## src/sv/crcb_pkg.sv

```systemverilog
`timescale 1ns / 1ps
// shared constants, widths and handshake structs of the count rate unit
// no dependencies
package crcb_pkg;

    localparam int COUNT_BITS     = 24;
    localparam int SQRT_FRAC_BITS = 16;

    localparam int PULSE_W   = 24;
    localparam int SECS_W    = 32;
    localparam int SCALE_W   = 16;
    localparam int MINT_W    = 16;
    localparam int SIGMA_W   = 4;
    localparam int RATE_W    = 40;
    localparam int HIGH_W    = 41;
    localparam int HOURS_W   = 21;
    localparam int MINUTES_W = 6;

    localparam int CFG_IDX_W  = 2;
    localparam int CFG_DATA_W = 16;

    localparam logic [CFG_IDX_W-1:0] CFG_VOLUME_SCALE     = 2'd0;
    localparam logic [CFG_IDX_W-1:0] CFG_MIN_MEASURE_TIME = 2'd1;
    localparam logic [CFG_IDX_W-1:0] CFG_SIGMA_MULTIPLIER = 2'd2;

    localparam logic [SCALE_W-1:0] RST_VOLUME_SCALE     = 16'd2598;
    localparam logic [MINT_W-1:0]  RST_MIN_MEASURE_TIME = 16'd60;
    localparam logic [SIGMA_W-1:0] RST_SIGMA_MULTIPLIER = 4'd2;

    localparam int SECS_PER_MIN  = 60;
    localparam int MIN_PER_HOUR  = 60;

    // root of count * 2^(2*frac): one result bit per bit pair
    localparam int SQRT_PAIRS  = (COUNT_BITS + 1) / 2 + SQRT_FRAC_BITS;
    localparam int ROOT_W      = SQRT_PAIRS;
    localparam int SQRT_SRC_W  = 2 * SQRT_PAIRS;
    localparam int SQRT_REM_W  = ROOT_W + 2;
    localparam int SQRT_CNT_W  = $clog2(SQRT_PAIRS + 1);

    // shared divider: scale * root is the widest dividend
    localparam int NUM_W      = SCALE_W + ROOT_W;
    localparam int DEN_W      = SECS_W;
    localparam int DIV_CNT_W  = $clog2(NUM_W + 1);

    localparam int ERR_W = NUM_W - SQRT_FRAC_BITS;
    localparam int MRG_W = SIGMA_W + ERR_W;
    localparam int BND_W = (NUM_W + 1 > HIGH_W) ? NUM_W + 1 : HIGH_W;

    localparam logic [RATE_W-1:0] RATE_MAX = '1;
    localparam logic [HIGH_W-1:0] HIGH_MAX = '1;

    typedef struct packed {
        logic             start;
        logic [NUM_W-1:0] num;
        logic [DEN_W-1:0] den;
    } t_div_req;

    typedef struct packed {
        logic             busy;
        logic             done;
        logic [NUM_W-1:0] quot;
        logic [DEN_W-1:0] rem;
    } t_div_rsp;

    typedef struct packed {
        logic                  start;
        logic [COUNT_BITS-1:0] count;
    } t_sqrt_req;

    typedef struct packed {
        logic              busy;
        logic [ROOT_W-1:0] root;
    } t_sqrt_rsp;

endpackage

```

## src/sv/crcb_if.sv

```systemverilog
`timescale 1ns / 1ps
// valid/ready channels of the count rate unit: input beat and result beat
// depends on crcb_pkg
interface crcb_in_if import crcb_pkg::*; ();
    logic               valid;
    logic               ready;
    logic [PULSE_W-1:0] pulse_count;
    logic [SECS_W-1:0]  measure_seconds;
    logic [SECS_W-1:0]  total_seconds;

    modport source (output valid, pulse_count, measure_seconds, total_seconds, input ready);
    modport sink   (input valid, pulse_count, measure_seconds, total_seconds, output ready);
endinterface

interface crcb_out_if import crcb_pkg::*; ();
    logic                 valid;
    logic                 ready;
    logic [RATE_W-1:0]    rate;
    logic [RATE_W-1:0]    rate_low;
    logic [HIGH_W-1:0]    rate_high;
    logic [HOURS_W-1:0]   run_hours;
    logic [MINUTES_W-1:0] run_minutes;
    logic                 fresh;

    modport source (output valid, rate, rate_low, rate_high, run_hours, run_minutes, fresh,
                    input ready);
    modport sink   (input valid, rate, rate_low, rate_high, run_hours, run_minutes, fresh,
                    output ready);
endinterface

```

## src/sv/crcb_div.sv

```systemverilog
`timescale 1ns / 1ps
// shared restoring divider, one quotient bit per cycle
// depends on crcb_pkg
module crcb_div import crcb_pkg::*; (
    input  logic     i_clk,
    input  logic     i_rst_n,
    input  t_div_req i_req,
    output t_div_rsp o_rsp
);

    logic                 r_busy;
    logic                 r_done;
    logic [DIV_CNT_W-1:0] r_cnt;
    logic [NUM_W-1:0]     r_num;
    logic [DEN_W-1:0]     r_rem;
    logic [DEN_W-1:0]     r_den;

    logic [DEN_W:0] w_trial;
    logic [DEN_W:0] w_diff;
    logic           w_ge;

    assign w_trial = {r_rem, r_num[NUM_W-1]};
    assign w_ge    = w_trial >= {1'b0, r_den};
    assign w_diff  = w_trial - {1'b0, r_den};

    always_ff @(posedge i_clk) begin
        if (!i_rst_n) begin
            r_busy <= 1'b0;
            r_done <= 1'b0;
            r_cnt  <= '0;
        end else begin
            r_done <= !i_req.start && r_busy && (r_cnt == DIV_CNT_W'(1));
            if (i_req.start) begin
                r_busy <= 1'b1;
                r_cnt  <= DIV_CNT_W'(NUM_W);
                r_num  <= i_req.num;
                r_den  <= i_req.den;
                r_rem  <= '0;
            end else if (r_busy) begin
                r_num <= {r_num[NUM_W-2:0], w_ge};
                r_rem <= w_ge ? w_diff[DEN_W-1:0] : w_trial[DEN_W-1:0];
                r_cnt <= r_cnt - 1'b1;
                if (r_cnt == DIV_CNT_W'(1)) begin
                    r_busy <= 1'b0;
                end
            end
        end
    end

    assign o_rsp.busy = r_busy;
    assign o_rsp.done = r_done;
    assign o_rsp.quot = r_num;
    assign o_rsp.rem  = r_rem;

    a_busy_count: assert property (@(posedge i_clk) disable iff (!i_rst_n)
        r_busy |-> r_cnt != '0)
        else $error("divider busy with exhausted bit count");

    a_rem_below_den: assert property (@(posedge i_clk) disable iff (!i_rst_n)
        r_done && r_den != '0 |-> r_rem < r_den)
        else $error("divider remainder not below divisor");

endmodule

```

## src/sv/crcb_sqrt.sv

```systemverilog
`timescale 1ns / 1ps
// digit-by-digit square root of the scaled count, one bit pair per cycle
// depends on crcb_pkg
module crcb_sqrt import crcb_pkg::*; (
    input  logic      i_clk,
    input  logic      i_rst_n,
    input  t_sqrt_req i_req,
    output t_sqrt_rsp o_rsp
);

    logic                  r_busy;
    logic [SQRT_CNT_W-1:0] r_cnt;
    logic [SQRT_SRC_W-1:0] r_src;
    logic [SQRT_REM_W-1:0] r_rem;
    logic [ROOT_W-1:0]     r_root;

    logic [SQRT_REM_W-1:0] w_shift;
    logic [SQRT_REM_W-1:0] w_trial;
    logic                  w_ge;

    assign w_shift = {r_rem[SQRT_REM_W-3:0], r_src[SQRT_SRC_W-1 -: 2]};
    assign w_trial = {r_root, 2'b01};
    assign w_ge    = w_shift >= w_trial;

    always_ff @(posedge i_clk) begin
        if (!i_rst_n) begin
            r_busy <= 1'b0;
            r_cnt  <= '0;
        end else begin
            if (i_req.start) begin
                r_busy <= 1'b1;
                r_cnt  <= SQRT_CNT_W'(SQRT_PAIRS);
                r_src  <= SQRT_SRC_W'(i_req.count) << (2 * SQRT_FRAC_BITS);
                r_rem  <= '0;
                r_root <= '0;
            end else if (r_busy) begin
                r_src  <= {r_src[SQRT_SRC_W-3:0], 2'b00};
                r_rem  <= w_ge ? w_shift - w_trial : w_shift;
                r_root <= {r_root[ROOT_W-2:0], w_ge};
                r_cnt  <= r_cnt - 1'b1;
                if (r_cnt == SQRT_CNT_W'(1)) begin
                    r_busy <= 1'b0;
                end
            end
        end
    end

    assign o_rsp.busy = r_busy;
    assign o_rsp.root = r_root;

    a_rem_bound: assert property (@(posedge i_clk) disable iff (!i_rst_n)
        $fell(r_busy) |-> r_rem <= {1'b0, r_root, 1'b0})
        else $error("root remainder above twice the root");

endmodule

```

## src/sv/count_rate_with_confidence_bounds_unit.sv

```systemverilog
`timescale 1ns / 1ps
// count rate with confidence bounds: sequencer, bound logic and result register
// depends on crcb_pkg, crcb_if, crcb_div, crcb_sqrt
//
// One beat in gives one beat out. Run hours and minutes come from two divisions
// by 60; once the measuring time reaches the minimum, the rate and its error
// come from two more divisions by the measuring time, while the root of the
// count runs alongside. All four divisions use one serial divider, one quotient
// bit per cycle. The input is not ready while a beat is worked on; a finished
// result waits in the output register while the next beat is taken, and a beat
// that finishes while that register is still full waits until it drains.
module count_rate_with_confidence_bounds_unit import crcb_pkg::*; (
    input  logic                  i_clk,
    input  logic                  i_rst_n,
    crcb_in_if.sink               i_in,
    crcb_out_if.source            o_out,
    input  logic                  i_cfg_we,
    input  logic [CFG_IDX_W-1:0]  i_cfg_idx,
    input  logic [CFG_DATA_W-1:0] i_cfg_data
);

    localparam logic [2:0] S_IDLE = 3'd0;
    localparam logic [2:0] S_MIN  = 3'd1;
    localparam logic [2:0] S_HR   = 3'd2;
    localparam logic [2:0] S_RATE = 3'd3;
    localparam logic [2:0] S_SQW  = 3'd4;
    localparam logic [2:0] S_ERR  = 3'd5;
    localparam logic [2:0] S_BND  = 3'd6;
    localparam logic [2:0] S_DONE = 3'd7;

    logic [2:0] r_state;

    logic [SCALE_W-1:0] r_cfg_scale;
    logic [MINT_W-1:0]  r_cfg_min;
    logic [SIGMA_W-1:0] r_cfg_sigma;

    logic [COUNT_BITS-1:0] r_count;
    logic [SECS_W-1:0]     r_secs;
    logic                  r_go;
    logic [HOURS_W-1:0]    r_hours;
    logic [MINUTES_W-1:0]  r_minutes;
    logic [NUM_W-1:0]      r_rate;
    logic [MRG_W-1:0]      r_margin;

    logic [RATE_W-1:0] r_held_rate;
    logic [RATE_W-1:0] r_held_low;
    logic [HIGH_W-1:0] r_held_high;

    logic                 r_div_start;
    logic [NUM_W-1:0]     r_div_num;
    logic [DEN_W-1:0]     r_div_den;
    logic                 r_sqrt_start;

    logic                 r_out_valid;
    logic [RATE_W-1:0]    r_out_rate;
    logic [RATE_W-1:0]    r_out_low;
    logic [HIGH_W-1:0]    r_out_high;
    logic [HOURS_W-1:0]   r_out_hours;
    logic [MINUTES_W-1:0] r_out_minutes;
    logic                 r_out_fresh;

    t_div_req  w_div_req;
    t_div_rsp  w_div_rsp;
    t_sqrt_req w_sqrt_req;
    t_sqrt_rsp w_sqrt_rsp;

    logic             w_in_acc;
    logic             w_go;
    logic             w_sqrt_idle;
    logic             w_div_go;
    logic             w_out_load;
    logic [BND_W-1:0] w_rate_x;
    logic [BND_W-1:0] w_mrg_x;
    logic [BND_W-1:0] w_lo;
    logic [BND_W-1:0] w_hi;
    logic [RATE_W-1:0] w_rate_sat;
    logic [RATE_W-1:0] w_lo_sat;
    logic [HIGH_W-1:0] w_hi_sat;

    assign w_div_req.start = r_div_start;
    assign w_div_req.num   = r_div_num;
    assign w_div_req.den   = r_div_den;

    assign w_sqrt_req.start = r_sqrt_start;
    assign w_sqrt_req.count = r_count;

    crcb_div u_div (
        .i_clk   (i_clk),
        .i_rst_n (i_rst_n),
        .i_req   (w_div_req),
        .o_rsp   (w_div_rsp)
    );

    crcb_sqrt u_sqrt (
        .i_clk   (i_clk),
        .i_rst_n (i_rst_n),
        .i_req   (w_sqrt_req),
        .o_rsp   (w_sqrt_rsp)
    );

    assign i_in.ready = (r_state == S_IDLE);
    assign w_in_acc   = i_in.valid && i_in.ready;
    assign w_go       = (i_in.measure_seconds != '0)
                        && (i_in.measure_seconds >= SECS_W'(r_cfg_min));

    // divider starts: minutes, hours, rate, error
    assign w_sqrt_idle = !w_sqrt_rsp.busy && !r_sqrt_start;
    assign w_div_go    = w_in_acc
                         || ((r_state == S_MIN) && w_div_rsp.done)
                         || ((r_state == S_HR) && w_div_rsp.done && r_go)
                         || ((r_state == S_SQW) && w_sqrt_idle);
    assign w_out_load  = (r_state == S_DONE) && (!r_out_valid || o_out.ready);

    // bounds from the unsaturated rate, each saturated to its own width
    assign w_rate_x   = BND_W'(r_rate);
    assign w_mrg_x    = BND_W'(r_margin);
    assign w_lo       = (w_mrg_x <= w_rate_x) ? w_rate_x - w_mrg_x : '0;
    assign w_hi       = w_rate_x + w_mrg_x;
    assign w_rate_sat = (w_rate_x > BND_W'(RATE_MAX)) ? RATE_MAX : w_rate_x[RATE_W-1:0];
    assign w_lo_sat   = (w_lo > BND_W'(RATE_MAX)) ? RATE_MAX : w_lo[RATE_W-1:0];
    assign w_hi_sat   = (w_hi > BND_W'(HIGH_MAX)) ? HIGH_MAX : w_hi[HIGH_W-1:0];

    always_ff @(posedge i_clk) begin
        if (!i_rst_n) begin
            r_state      <= S_IDLE;
            r_cfg_scale  <= RST_VOLUME_SCALE;
            r_cfg_min    <= RST_MIN_MEASURE_TIME;
            r_cfg_sigma  <= RST_SIGMA_MULTIPLIER;
            r_held_rate  <= '0;
            r_held_low   <= '0;
            r_held_high  <= '0;
            r_div_start  <= 1'b0;
            r_sqrt_start <= 1'b0;
            r_out_valid  <= 1'b0;
            r_go         <= 1'b0;
        end else begin
            r_div_start  <= w_div_go;
            r_sqrt_start <= w_in_acc && w_go;

            if (i_cfg_we) begin
                case (i_cfg_idx)
                    CFG_VOLUME_SCALE:     r_cfg_scale <= i_cfg_data[SCALE_W-1:0];
                    CFG_MIN_MEASURE_TIME: r_cfg_min   <= i_cfg_data[MINT_W-1:0];
                    CFG_SIGMA_MULTIPLIER: r_cfg_sigma <= i_cfg_data[SIGMA_W-1:0];
                    default: ;
                endcase
            end

            if (w_out_load) begin
                r_out_valid <= 1'b1;
            end else if (r_out_valid && o_out.ready) begin
                r_out_valid <= 1'b0;
            end

            case (r_state)
                S_IDLE: begin
                    if (w_in_acc) begin
                        r_count   <= COUNT_BITS'(i_in.pulse_count);
                        r_secs    <= i_in.measure_seconds;
                        r_go      <= w_go;
                        r_div_num <= NUM_W'(i_in.total_seconds);
                        r_div_den <= DEN_W'(SECS_PER_MIN);
                        r_state   <= S_MIN;
                    end
                end
                S_MIN: begin
                    if (w_div_rsp.done) begin
                        r_div_num <= w_div_rsp.quot;
                        r_div_den <= DEN_W'(MIN_PER_HOUR);
                        r_state   <= S_HR;
                    end
                end
                S_HR: begin
                    if (w_div_rsp.done) begin
                        r_hours   <= w_div_rsp.quot[HOURS_W-1:0];
                        r_minutes <= w_div_rsp.rem[MINUTES_W-1:0];
                        if (r_go) begin
                            r_div_num <= NUM_W'(r_cfg_scale) * NUM_W'(r_count);
                            r_div_den <= r_secs;
                            r_state   <= S_RATE;
                        end else begin
                            r_state <= S_DONE;
                        end
                    end
                end
                S_RATE: begin
                    if (w_div_rsp.done) begin
                        r_rate  <= w_div_rsp.quot;
                        r_state <= S_SQW;
                    end
                end
                S_SQW: begin
                    if (w_sqrt_idle) begin
                        r_div_num <= NUM_W'(r_cfg_scale) * NUM_W'(w_sqrt_rsp.root);
                        r_state   <= S_ERR;
                    end
                end
                S_ERR: begin
                    if (w_div_rsp.done) begin
                        r_margin <= MRG_W'(r_cfg_sigma)
                                    * MRG_W'(w_div_rsp.quot[NUM_W-1:SQRT_FRAC_BITS]);
                        r_state  <= S_BND;
                    end
                end
                S_BND: begin
                    r_held_rate <= w_rate_sat;
                    r_held_low  <= w_lo_sat;
                    r_held_high <= w_hi_sat;
                    r_state     <= S_DONE;
                end
                S_DONE: begin
                    if (w_out_load) begin
                        r_out_rate    <= r_held_rate;
                        r_out_low     <= r_held_low;
                        r_out_high    <= r_held_high;
                        r_out_hours   <= r_hours;
                        r_out_minutes <= r_minutes;
                        r_out_fresh   <= r_go;
                        r_state       <= S_IDLE;
                    end
                end
                default: begin
                    r_state <= S_IDLE;
                end
            endcase
        end
    end

    assign o_out.valid       = r_out_valid;
    assign o_out.rate        = r_out_rate;
    assign o_out.rate_low    = r_out_low;
    assign o_out.rate_high   = r_out_high;
    assign o_out.run_hours   = r_out_hours;
    assign o_out.run_minutes = r_out_minutes;
    assign o_out.fresh       = r_out_fresh;

    a_low_below_rate: assert property (@(posedge i_clk) disable iff (!i_rst_n)
        r_out_valid |-> r_out_low <= r_out_rate)
        else $error("lower bound above rate");

    a_rate_below_high: assert property (@(posedge i_clk) disable iff (!i_rst_n)
        r_out_valid |-> HIGH_W'(r_out_rate) <= r_out_high)
        else $error("rate above upper bound");

    a_minutes_range: assert property (@(posedge i_clk) disable iff (!i_rst_n)
        r_out_valid |-> r_out_minutes < MINUTES_W'(MIN_PER_HOUR))
        else $error("minutes out of range");

endmodule
```

## src/flat_wrapper.sv

```systemverilog
// flat-port wrapper written by rule: the top's interface ports become plain ports
module count_rate_with_confidence_bounds_unit_flat import crcb_pkg::*;
  (i_clk, i_rst_n, i_cfg_we, i_cfg_idx, i_cfg_data, i_in_valid, i_in_pulse_count, i_in_measure_seconds, i_in_total_seconds, i_in_ready, o_out_valid, o_out_rate, o_out_rate_low, o_out_rate_high, o_out_run_hours, o_out_run_minutes, o_out_fresh, o_out_ready);
  crcb_in_if i_in_i ();
  crcb_out_if o_out_i ();
  input  logic i_clk;
  input  logic i_rst_n;
  input  logic i_cfg_we;
  input  logic [CFG_IDX_W-1:0] i_cfg_idx;
  input  logic [CFG_DATA_W-1:0] i_cfg_data;
  input wire logic [$bits(i_in_i.valid)-1:0] i_in_valid;
  input wire logic [$bits(i_in_i.pulse_count)-1:0] i_in_pulse_count;
  input wire logic [$bits(i_in_i.measure_seconds)-1:0] i_in_measure_seconds;
  input wire logic [$bits(i_in_i.total_seconds)-1:0] i_in_total_seconds;
  output wire logic [$bits(i_in_i.ready)-1:0] i_in_ready;
  output wire logic [$bits(o_out_i.valid)-1:0] o_out_valid;
  output wire logic [$bits(o_out_i.rate)-1:0] o_out_rate;
  output wire logic [$bits(o_out_i.rate_low)-1:0] o_out_rate_low;
  output wire logic [$bits(o_out_i.rate_high)-1:0] o_out_rate_high;
  output wire logic [$bits(o_out_i.run_hours)-1:0] o_out_run_hours;
  output wire logic [$bits(o_out_i.run_minutes)-1:0] o_out_run_minutes;
  output wire logic [$bits(o_out_i.fresh)-1:0] o_out_fresh;
  input wire logic [$bits(o_out_i.ready)-1:0] o_out_ready;
  assign i_in_i.valid = i_in_valid;
  assign i_in_i.pulse_count = i_in_pulse_count;
  assign i_in_i.measure_seconds = i_in_measure_seconds;
  assign i_in_i.total_seconds = i_in_total_seconds;
  assign i_in_ready = i_in_i.ready;
  assign o_out_valid = o_out_i.valid;
  assign o_out_rate = o_out_i.rate;
  assign o_out_rate_low = o_out_i.rate_low;
  assign o_out_rate_high = o_out_i.rate_high;
  assign o_out_run_hours = o_out_i.run_hours;
  assign o_out_run_minutes = o_out_i.run_minutes;
  assign o_out_fresh = o_out_i.fresh;
  assign o_out_i.ready = o_out_ready;
  count_rate_with_confidence_bounds_unit u_core (.i_clk(i_clk), .i_rst_n(i_rst_n), .i_in(i_in_i), .o_out(o_out_i), .i_cfg_we(i_cfg_we), .i_cfg_idx(i_cfg_idx), .i_cfg_data(i_cfg_data));
endmodule
```

## config.mk

```make
export PLATFORM = sky130hd
export DESIGN_NAME = count_rate_with_confidence_bounds_unit_flat
export DESIGN_NICKNAME = d
export VERILOG_FILES = /design/src/sv/crcb_pkg.sv /design/src/sv/crcb_if.sv /design/src/sv/crcb_div.sv /design/src/sv/crcb_sqrt.sv /design/src/sv/count_rate_with_confidence_bounds_unit.sv /design/src/flat_wrapper.sv
export SDC_FILE = /design/constraint.sdc
export NUM_CORES = 2
export LEC_CHECK = 0
export BUFFER_PORTS_ARGS = -buffer_cell sky130_fd_sc_hd__buf_2
export CAP_MARGIN = 5
export CORE_MARGIN = 5
export CORE_UTILIZATION = 40
export DETAILED_ROUTE_END_ITERATION = 16
export GPL_TIMING_DRIVEN = 0
export PLACE_DENSITY_LB_ADDON = 0.25
export SETUP_SLACK_MARGIN = 0.3
export SLEW_MARGIN = 10
export SYNTH_ARGS = -nofsm -noshare
export SYNTH_HDL_FRONTEND = slang
export SYNTH_SLANG_ARGS = --single-unit
```

## constraint.sdc

```tcl
create_clock -name i_clk -period 7.5 [get_ports i_clk]
set_input_delay 1.125 -clock i_clk [delete_from_list [all_inputs] [get_ports i_clk]]
set_output_delay 1.125 -clock i_clk [all_outputs]
set_load 0.005 [all_outputs]
```

== After elaboration in Yosys (flattened, before gate mapping) ==
Cells that the tools add are included.

* $add $sub $neg: 6
* $mul: 3
* Magnitude comparators: 7
* Equal/unequal tests: 19
* Multiplexer cells: 45
* Bitwise operators: 1
* Reductions and logical operators: 45

{| class="wikitable"
|+ Operator list
! operator !! count
|-
| 44-bit two-way mux || 7
|-
| 32-bit two-way mux || 6
|-
| 44-bit case mux with 4 select lines || 1
|-
| 56-bit two-way mux || 2
|-
| 32-bit case mux with 3 select lines || 1
|-
| 28-bit two-way mux || 3
|-
| 40-bit two-way mux || 2
|-
| 44-bit by 32-bit adder with 45-bit output || 1
|-
| 45-bit by 40-bit greater-than comparator with 1-bit output, second input constant || 1
|-
| 45-bit by 41-bit greater-than comparator with 1-bit output, second input constant || 1
|-
| 45-bit two-way mux || 1
|-
| 44-bit by 32-bit subtractor with 45-bit output || 1
|-
| 44-bit by 40-bit greater-than comparator with 1-bit output, second input constant || 1
|-
| 32-bit by 44-bit less-or-equal comparator with 1-bit output || 1
|-
| 16-bit by 28-bit multiplier with 44-bit output || 1
|-
| 41-bit two-way mux || 1
|-
| 16-bit by 24-bit multiplier with 40-bit output || 1
|-
| 33-bit by 32-bit >= comparator with 1-bit output || 1
|-
| 32-bit by 16-bit >= comparator with 1-bit output || 1
|-
| 4-bit by 28-bit multiplier with 32-bit output || 1
|-
| 32-bit nonzero test || 1
|-
| 32-bit subtractor || 1
|-
| 30-bit >= comparator || 1
|-
| 28-bit subtractor || 1
|-
| other kinds (30) || 87
|}

* Flip-flop bits (word level): 780
* Input port bits: 111
* Output and inout port bits: 151
* Word-level logic and storage cells: 165

== Depth between registers and ports, before layout ==
* Depth in word-level cells: 5
* Mapped depth: 26
* Depth with buffers taken out: 24

== Cells and area by module ==
Synthesis repeated with hierarchy kept, for this count alone.

* Cell total of the unflattened synthesis: 6,480
* Area total of the unflattened synthesis: 64,695.8 sq um

{| class="wikitable"
|+ Modules (own cells, without submodules)
! module !! instances !! cells an instance !! area an instance (sq um) !! sequential area each (sq um)
|-
| count_rate_with_confidence_bounds_unit || 1 || 5,377 || 52,919.5 || 14,814.2
|-
| crcb_div || 1 || 598 || 6,631.4 || 3,403.3
|-
| crcb_sqrt || 1 || 505 || 5,144.9 || 2,522.4
|}

== Worst setup path before layout ==
OpenSTA, ideal clock, no wires.

* Kind: register to register
* Start: register u_core.r_cfg_scale[1]
* End: register u_core.r_div_num[37], data pin
* Setup time: 0.270 ns
* Arrival time: 6.432 ns
* Data required time: 7.230 ns
* Path slack: 0.797 ns
* Stages on the path, launching flop included: 27
* Path buffers: 3
* Period minus slack after synthesis: 6.703 ns
* Cell sequence: dfxtp_1 > clkbuf_1 > clkbuf_1 > nand2_1 > fa_1 > inv_1 > fa_1 > inv_1 > fa_1 > inv_1 > fa_1 > fa_1 > inv_1 > fa_1 > inv_1 > ha_1 > clkbuf_1 > nand4_1 > o21ai_0 > o221ai_1 > o21bai_1 > a21oi_1 > o31ai_1 > a21boi_0 > o21ai_0 > xnor2_1 > o211ai_1

* Longest elaborated chain between the ends: 4
* Elaborated cells between the ends (all ways): 6
* Those cells by class: mul: 2; mux: 4

{| class="wikitable"
|+ Ends and longest elaborated chain
! element !! RTL line !! text
|-
| from (decl) || count_rate_with_confidence_bounds_unit.sv:33 || <nowiki>logic [SCALE_W-1:0] r_cfg_scale;</nowiki>
|-
| from (signal assigned) || count_rate_with_confidence_bounds_unit.sv:142 || <nowiki>CFG_VOLUME_SCALE: r_cfg_scale <= i_cfg_data[SCALE_W-1:0];</nowiki>
|-
| 16-bit by 24-bit multiplier with 40-bit output || count_rate_with_confidence_bounds_unit.sv:178 || <nowiki>r_div_num <= NUM_W'(r_cfg_scale) * NUM_W'(r_count);</nowiki>
|-
| 44-bit two-way mux || count_rate_with_confidence_bounds_unit.sv:177 || <nowiki>if (r_go) begin</nowiki>
|-
| 44-bit two-way mux || count_rate_with_confidence_bounds_unit.sv:174 || <nowiki>if (w_div_rsp.done) begin</nowiki>
|-
| 44-bit case mux with 4 select lines * || count_rate_with_confidence_bounds_unit.sv:155 || <nowiki>case (r_state)</nowiki>
|-
| to (signal assigned) || count_rate_with_confidence_bounds_unit.sv:161 || <nowiki>r_div_num <= NUM_W'(i_in.total_seconds);</nowiki>
|-
| to (signal assigned) || count_rate_with_confidence_bounds_unit.sv:168 || <nowiki>r_div_num <= w_div_rsp.quot;</nowiki>
|-
| to (signal assigned) || count_rate_with_confidence_bounds_unit.sv:178 ||
|-
| to (decl) || count_rate_with_confidence_bounds_unit.sv:50 || <nowiki>logic [NUM_W-1:0] r_div_num;</nowiki>
|}

Mark *: on every way between the ends. The rest lies on a longest branch, timed or not. The select of a mux whose other input is x is not followed.
A chain may end at the register's enable or synchronous reset.

== Worst setup path in the final report ==
* Start: register u_core.u_sqrt.r_root[11]
* End: register u_core.r_div_num[32], data pin

* Longest elaborated chain between the ends: 3

{| class="wikitable"
|+ Ends and longest elaborated chain
! element !! RTL line !! text
|-
| from (decl) || crcb_sqrt.sv:15 || <nowiki>logic [ROOT_W-1:0] r_root;</nowiki>
|-
| from (signal assigned) || crcb_sqrt.sv:39 || <nowiki>r_root <= {r_root[ROOT_W-2:0], w_ge};</nowiki>
|-
| 16-bit by 28-bit multiplier with 44-bit output || count_rate_with_confidence_bounds_unit.sv:194 || <nowiki>r_div_num <= NUM_W'(r_cfg_scale) * NUM_W'(w_sqrt_rsp.root);</nowiki>
|-
| 44-bit two-way mux || count_rate_with_confidence_bounds_unit.sv:193 || <nowiki>if (w_sqrt_idle) begin</nowiki>
|-
| 44-bit case mux with 4 select lines || count_rate_with_confidence_bounds_unit.sv:155 ||
|-
| to (signal assigned) || count_rate_with_confidence_bounds_unit.sv:161 ||
|-
| to (signal assigned) || count_rate_with_confidence_bounds_unit.sv:168 ||
|-
| to (signal assigned) || count_rate_with_confidence_bounds_unit.sv:194 ||
|}

Every way passes these cells. The select of a mux whose other input is x is not followed.

==> metrics.csv <==
stage,metric,value,unit
detailed_routing,wirelength,208,mm
yosys,synth_top_cell_area_share,0.268,
detailed_routing,wl_per_cell,23.3,um
worst_setup_path,cp_slowest_cell,a222oi_1,
worst_setup_path,crit_chain,buf_2 > nand2_1 > fa_1 > inv_1 > fa_1 > fa_1 > fa_1 > fa_1 > inv_1 > fa_2 > inv_2 > ha_4 > buf_8 > a21o_1 > a21o_1 > a221o_1 > a211o_1 > o21ai_2 > and3_4 > xnor2_4 > a222oi_1 > o311ai_2,
yosys,synth_edf_count,572,
yosys,synthAdderAreaFrac,0.306,
final_layout,nets,8017,
final_layout,final_cells,8945,
sta,slew_violations,0,
global_route,grt_util_all_layers,0.245,
yosys,synth_mux_area_frac,0.0210,
die,core-area,160000,um2
job,max-cap-violations,0,
global_route,grt_max_degree,65,
sta,slew_headroom,0.165,
yosys,synth_compound_area_frac,0.105,
sta,setup_tns,0,ps
final_layout,fin_util,0.460,
placed_design,post_dp_cell_area,68500,um2
sta,min_period,7300,ps
sta,grt_setup_unrepaired,yes,
final_layout,drive_gt1_frac,0.146,
detailed_routing,vias_per_cell,5.32,
yosys,avgSynthCellArea,10.2,um2
die,start_util,0.401,
final_layout,area_delta_synth_final,14.8,%
clock_tree,htreeDepth,3,
power_and_ir_drop,power.density,455,nW/um2
die,chipWidth,411,um
clock_tree,cts.sinks,750,
sta,finalClockSkew,60.6,ps
yosys,synth_async_sr_flop_share,0,
final_layout,fillCellCount,15100,
yosys,synth_top_cell_by_area,edfxtp_1,
global_route,overflow,0,
yosys,ys_ff_latch,750,
clock_tree,cts_buffer_depth,3,
yosys,synthTopCellsByArea,"edfxtp_1 (27%), fa_1 (23%), ha_1 (8.0%), inv_1 (5.9%), dfxtp_1 (5.6%)",
yosys,synth_top_family_by_area,adder cells,
power_and_ir_drop,ir_worst_vdd,645,uV
final_layout,multi_input_area,38800,um2
die,rows,147,
yosys,synth-xor-area-share,0.0314,
yosys,ys.warnings.count,0,
placed_design,dpl.cell_count,8686,
worst_hold_path,hold_depth,0,
power_and_ir_drop,leakage,32.0,nW
clock_tree,ctsHoldBuffers,0,
yosys,postSynthCellCount,6318,
clock_tree,cts_made_buffers,85,
global_route,first_global_vias,48600,
worst_setup_path,crit_top_cell,fa_1,
yosys,yosys.area_share.simple,0.131,
sta,setup_viol,0,
yosys,synth_fp_nets,7562,
detailed_routing,drt_pass1_iterations,6,
clock_tree,clk_pin_slew,60,ps
yosys,synthesis.area,64200,um2
global_route,grt_pass1_wl,311,mm
yosys,synthDistinctLibCells,103,
final_layout,final_area,73600,um2
detailed_routing,ant_nets,0,
worst_setup_path,required,7900,ps
worst_setup_path,cp_max_fo,10,
worst_setup_path,crit_type,reg -> reg,
yosys,ys.flop_type,edfxtp_1,
worst_setup_path,critPathLaunchType,register,
die,pin_count,262,
placed_design,hpwl,166,mm
sta,max_freq,137,MHz
sta,tightestPinTransition,1250,ps
clock_tree,cts_tree,built,
detailed_routing,drc,0,
worst_hold_path,hold_class,reg -> reg,
die,dieArea,169000,um2
placed_design,io_buffers,260,
detailed_routing,via_count,47600,
power_and_ir_drop,total_power,33.5,mW
worst_setup_path,cp-end-kind,register,
worst_setup_path,cp.arrival,7700,ps
sta,fin_crit_sh,0.973,
placed_design,globalplace.congestion,0.967,
final_layout,regArea,20700,um2
worst_setup_path,max_stage_delay,610,ps
global_route,antenna_found_initial,19,
detailed_routing,drt_iter0_markers,3840,
clock_tree,worstSkewPairLatency,710,ps
outcome,status,finished clean,
clock_tree,root_buffer,clkbuf_16,
sta,hold_violations,0,
worst_setup_path,reg2reg_depth,22,
yosys,ys_seq_area_frac,0.323,
die,die_h,411,um
-- worst max-delay path: cells and delay by family, from the launching register on --
family / cells / cell delay, ps
adder cells (fa/ha/maj): 7 / 3400
AND/OR/NAND/NOR: 2 / 350
AO/OA/AOI/OAI: 7 / 2110
XOR/XNOR: 1 / 90
buffers and inverters: 5 / 600
flip-flops: 1 / 440
-- cell usage in the layout, fill, tap and decap left out, types with 35 or more instances in the layout --
cell type | synthesis | routed
nor3_1 | 50 | 47
a21oi_1 | 278 | 269
xor2_1 | 79 | 72
a21o_1 | 97 | 97
dfxtp_1 | 178 | 170
inv_1 | 1004 | 1000
and2_1 | 368 | 365
fa_1 | 723 | 711
edfxtp_1 | 572 | 572
o221a_2 | 80 | 80
nand2_1 | 767 | 767
o21ai_0 | 185 | 171
o21a_1 | 35 | 35
xnor2_1 | 151 | 143
mux2i_1 | 59 | 58
clkbuf_2 | 1 | 52
nor2_1 | 270 | 264
ha_1 | 410 | 396
and3_1 | 51 | 49
nor2b_1 | 45 | 45
mux2_2 | 67 | 67
clkbuf_16 | 0 | 101
buf_2 | 21 | 294
nand3_1 | 62 | 62
clkbuf_1 | 262 | 119
buf_4 | 9 | 110
-- where the power goes --
group,switching [mW],leakage (nW),internal [mW]
logic,14.3,24.2,9.13
clock network,1.81,1.37,2.41
registers,0.516,6.47,5.41
total,16.6,32.0,16.9
-- cell type report --
type / instances / area share
buffer: 326 / 0.0341
antenna: 16 / 0.000544
timing repair buffer: 369 / 0.0316
clock inverter: 51 / 0.00785
sequential: 750 / 0.282
clock buffer: 106 / 0.0309
multi-input combinational: 4234 / 0.526
tap: 2086 / 0.0354
inverter: 1007 / 0.0513
-- state kept, by name, summed over array words and instances (netlist names), 40 cells and up --
signal and count:
u_core.o_out.rate 40, u_core.r_rate 44, u_core.u_div.r_num 44, u_core.r_div_num 44, u_core.o_out.rate_low 40, u_core.r_held_rate 40
u_core.r_held_high 41, u_core.o_out.rate_high 41, u_core.r_held_low 40
-- synthesized netlist by cell type (21+ instances only) --
library cell / number
xor2_1: 79
nor2b_1: 45
inv_1: 1004
a21o_1: 97
buf_2: 21
nand2b_1: 30
nand4_1: 27
a211oi_1: 28
fa_1: 723
o21a_1: 35
nand2_1: 767
clkbuf_1: 262
dfxtp_1: 178
o21ai_0: 185
nor2_1: 270
o21bai_1: 30
nor3_1: 50
ha_1: 410
nand3_1: 62
mux2i_1: 59
o221a_2: 80
edfxtp_1: 572
mux2_2: 67
o31ai_1: 21
and3_1: 51
a21oi_1: 278
xnor2_1: 151
and2_1: 368
nor4_1: 24
-- routing by layer --
metal / global-route usage / up-vias / wire length (um)
li1: - / 21700 / -
met5: 0 / - / 43
met2: 0.401 / 1637 / 96700
met1: 0.322 / 23900 / 86500
met4: 0.0890 / 8 / 9090
met3: 0.0512 / 381 / 15900
-- repair_timing --
action                                  in CTS  in global routing
endpoints found under the hold margin        0                  0
setup buffers                               48                 39
resized for setup                          357                161
pin swaps                                   32                 73
endpoints found under the setup margin      32                 22
-- cell families (layout without fill, tap and decap cells) --
kind of cell,Yosys count,in the layout
and+or+nand+nor,1766,1766
buffers and inverters,1334,1859
adders and majority gates,1133,1133
AOI/OAI and AO/OA,979,979
DFF,750,750
xor gates and xnor gates,230,230
muxes,126,126
other,0,16
-- path summary, 6_finish.rpt --
path                             from                         to  slack [ps]
max          u_core.u_sqrt.r_root[11]       u_core.r_div_num[32]         200
min                 u_core.r_hours[1]  u_core.o_out.run_hours[1]         410
max reg2reg  u_core.u_sqrt.r_root[11]       u_core.r_div_num[32]         200
min reg2reg         u_core.r_hours[1]  u_core.o_out.run_hours[1]         410
-- per-stage QoR --
step,setup slack (ps),hold WS (ps)
floorplan,797,400
global placement,-2130,401
detailed placement,-1610,405
CTS,206,417
global route,104,420
finish,199,414
No activity file was read; power rests on OpenSTA's default activity.
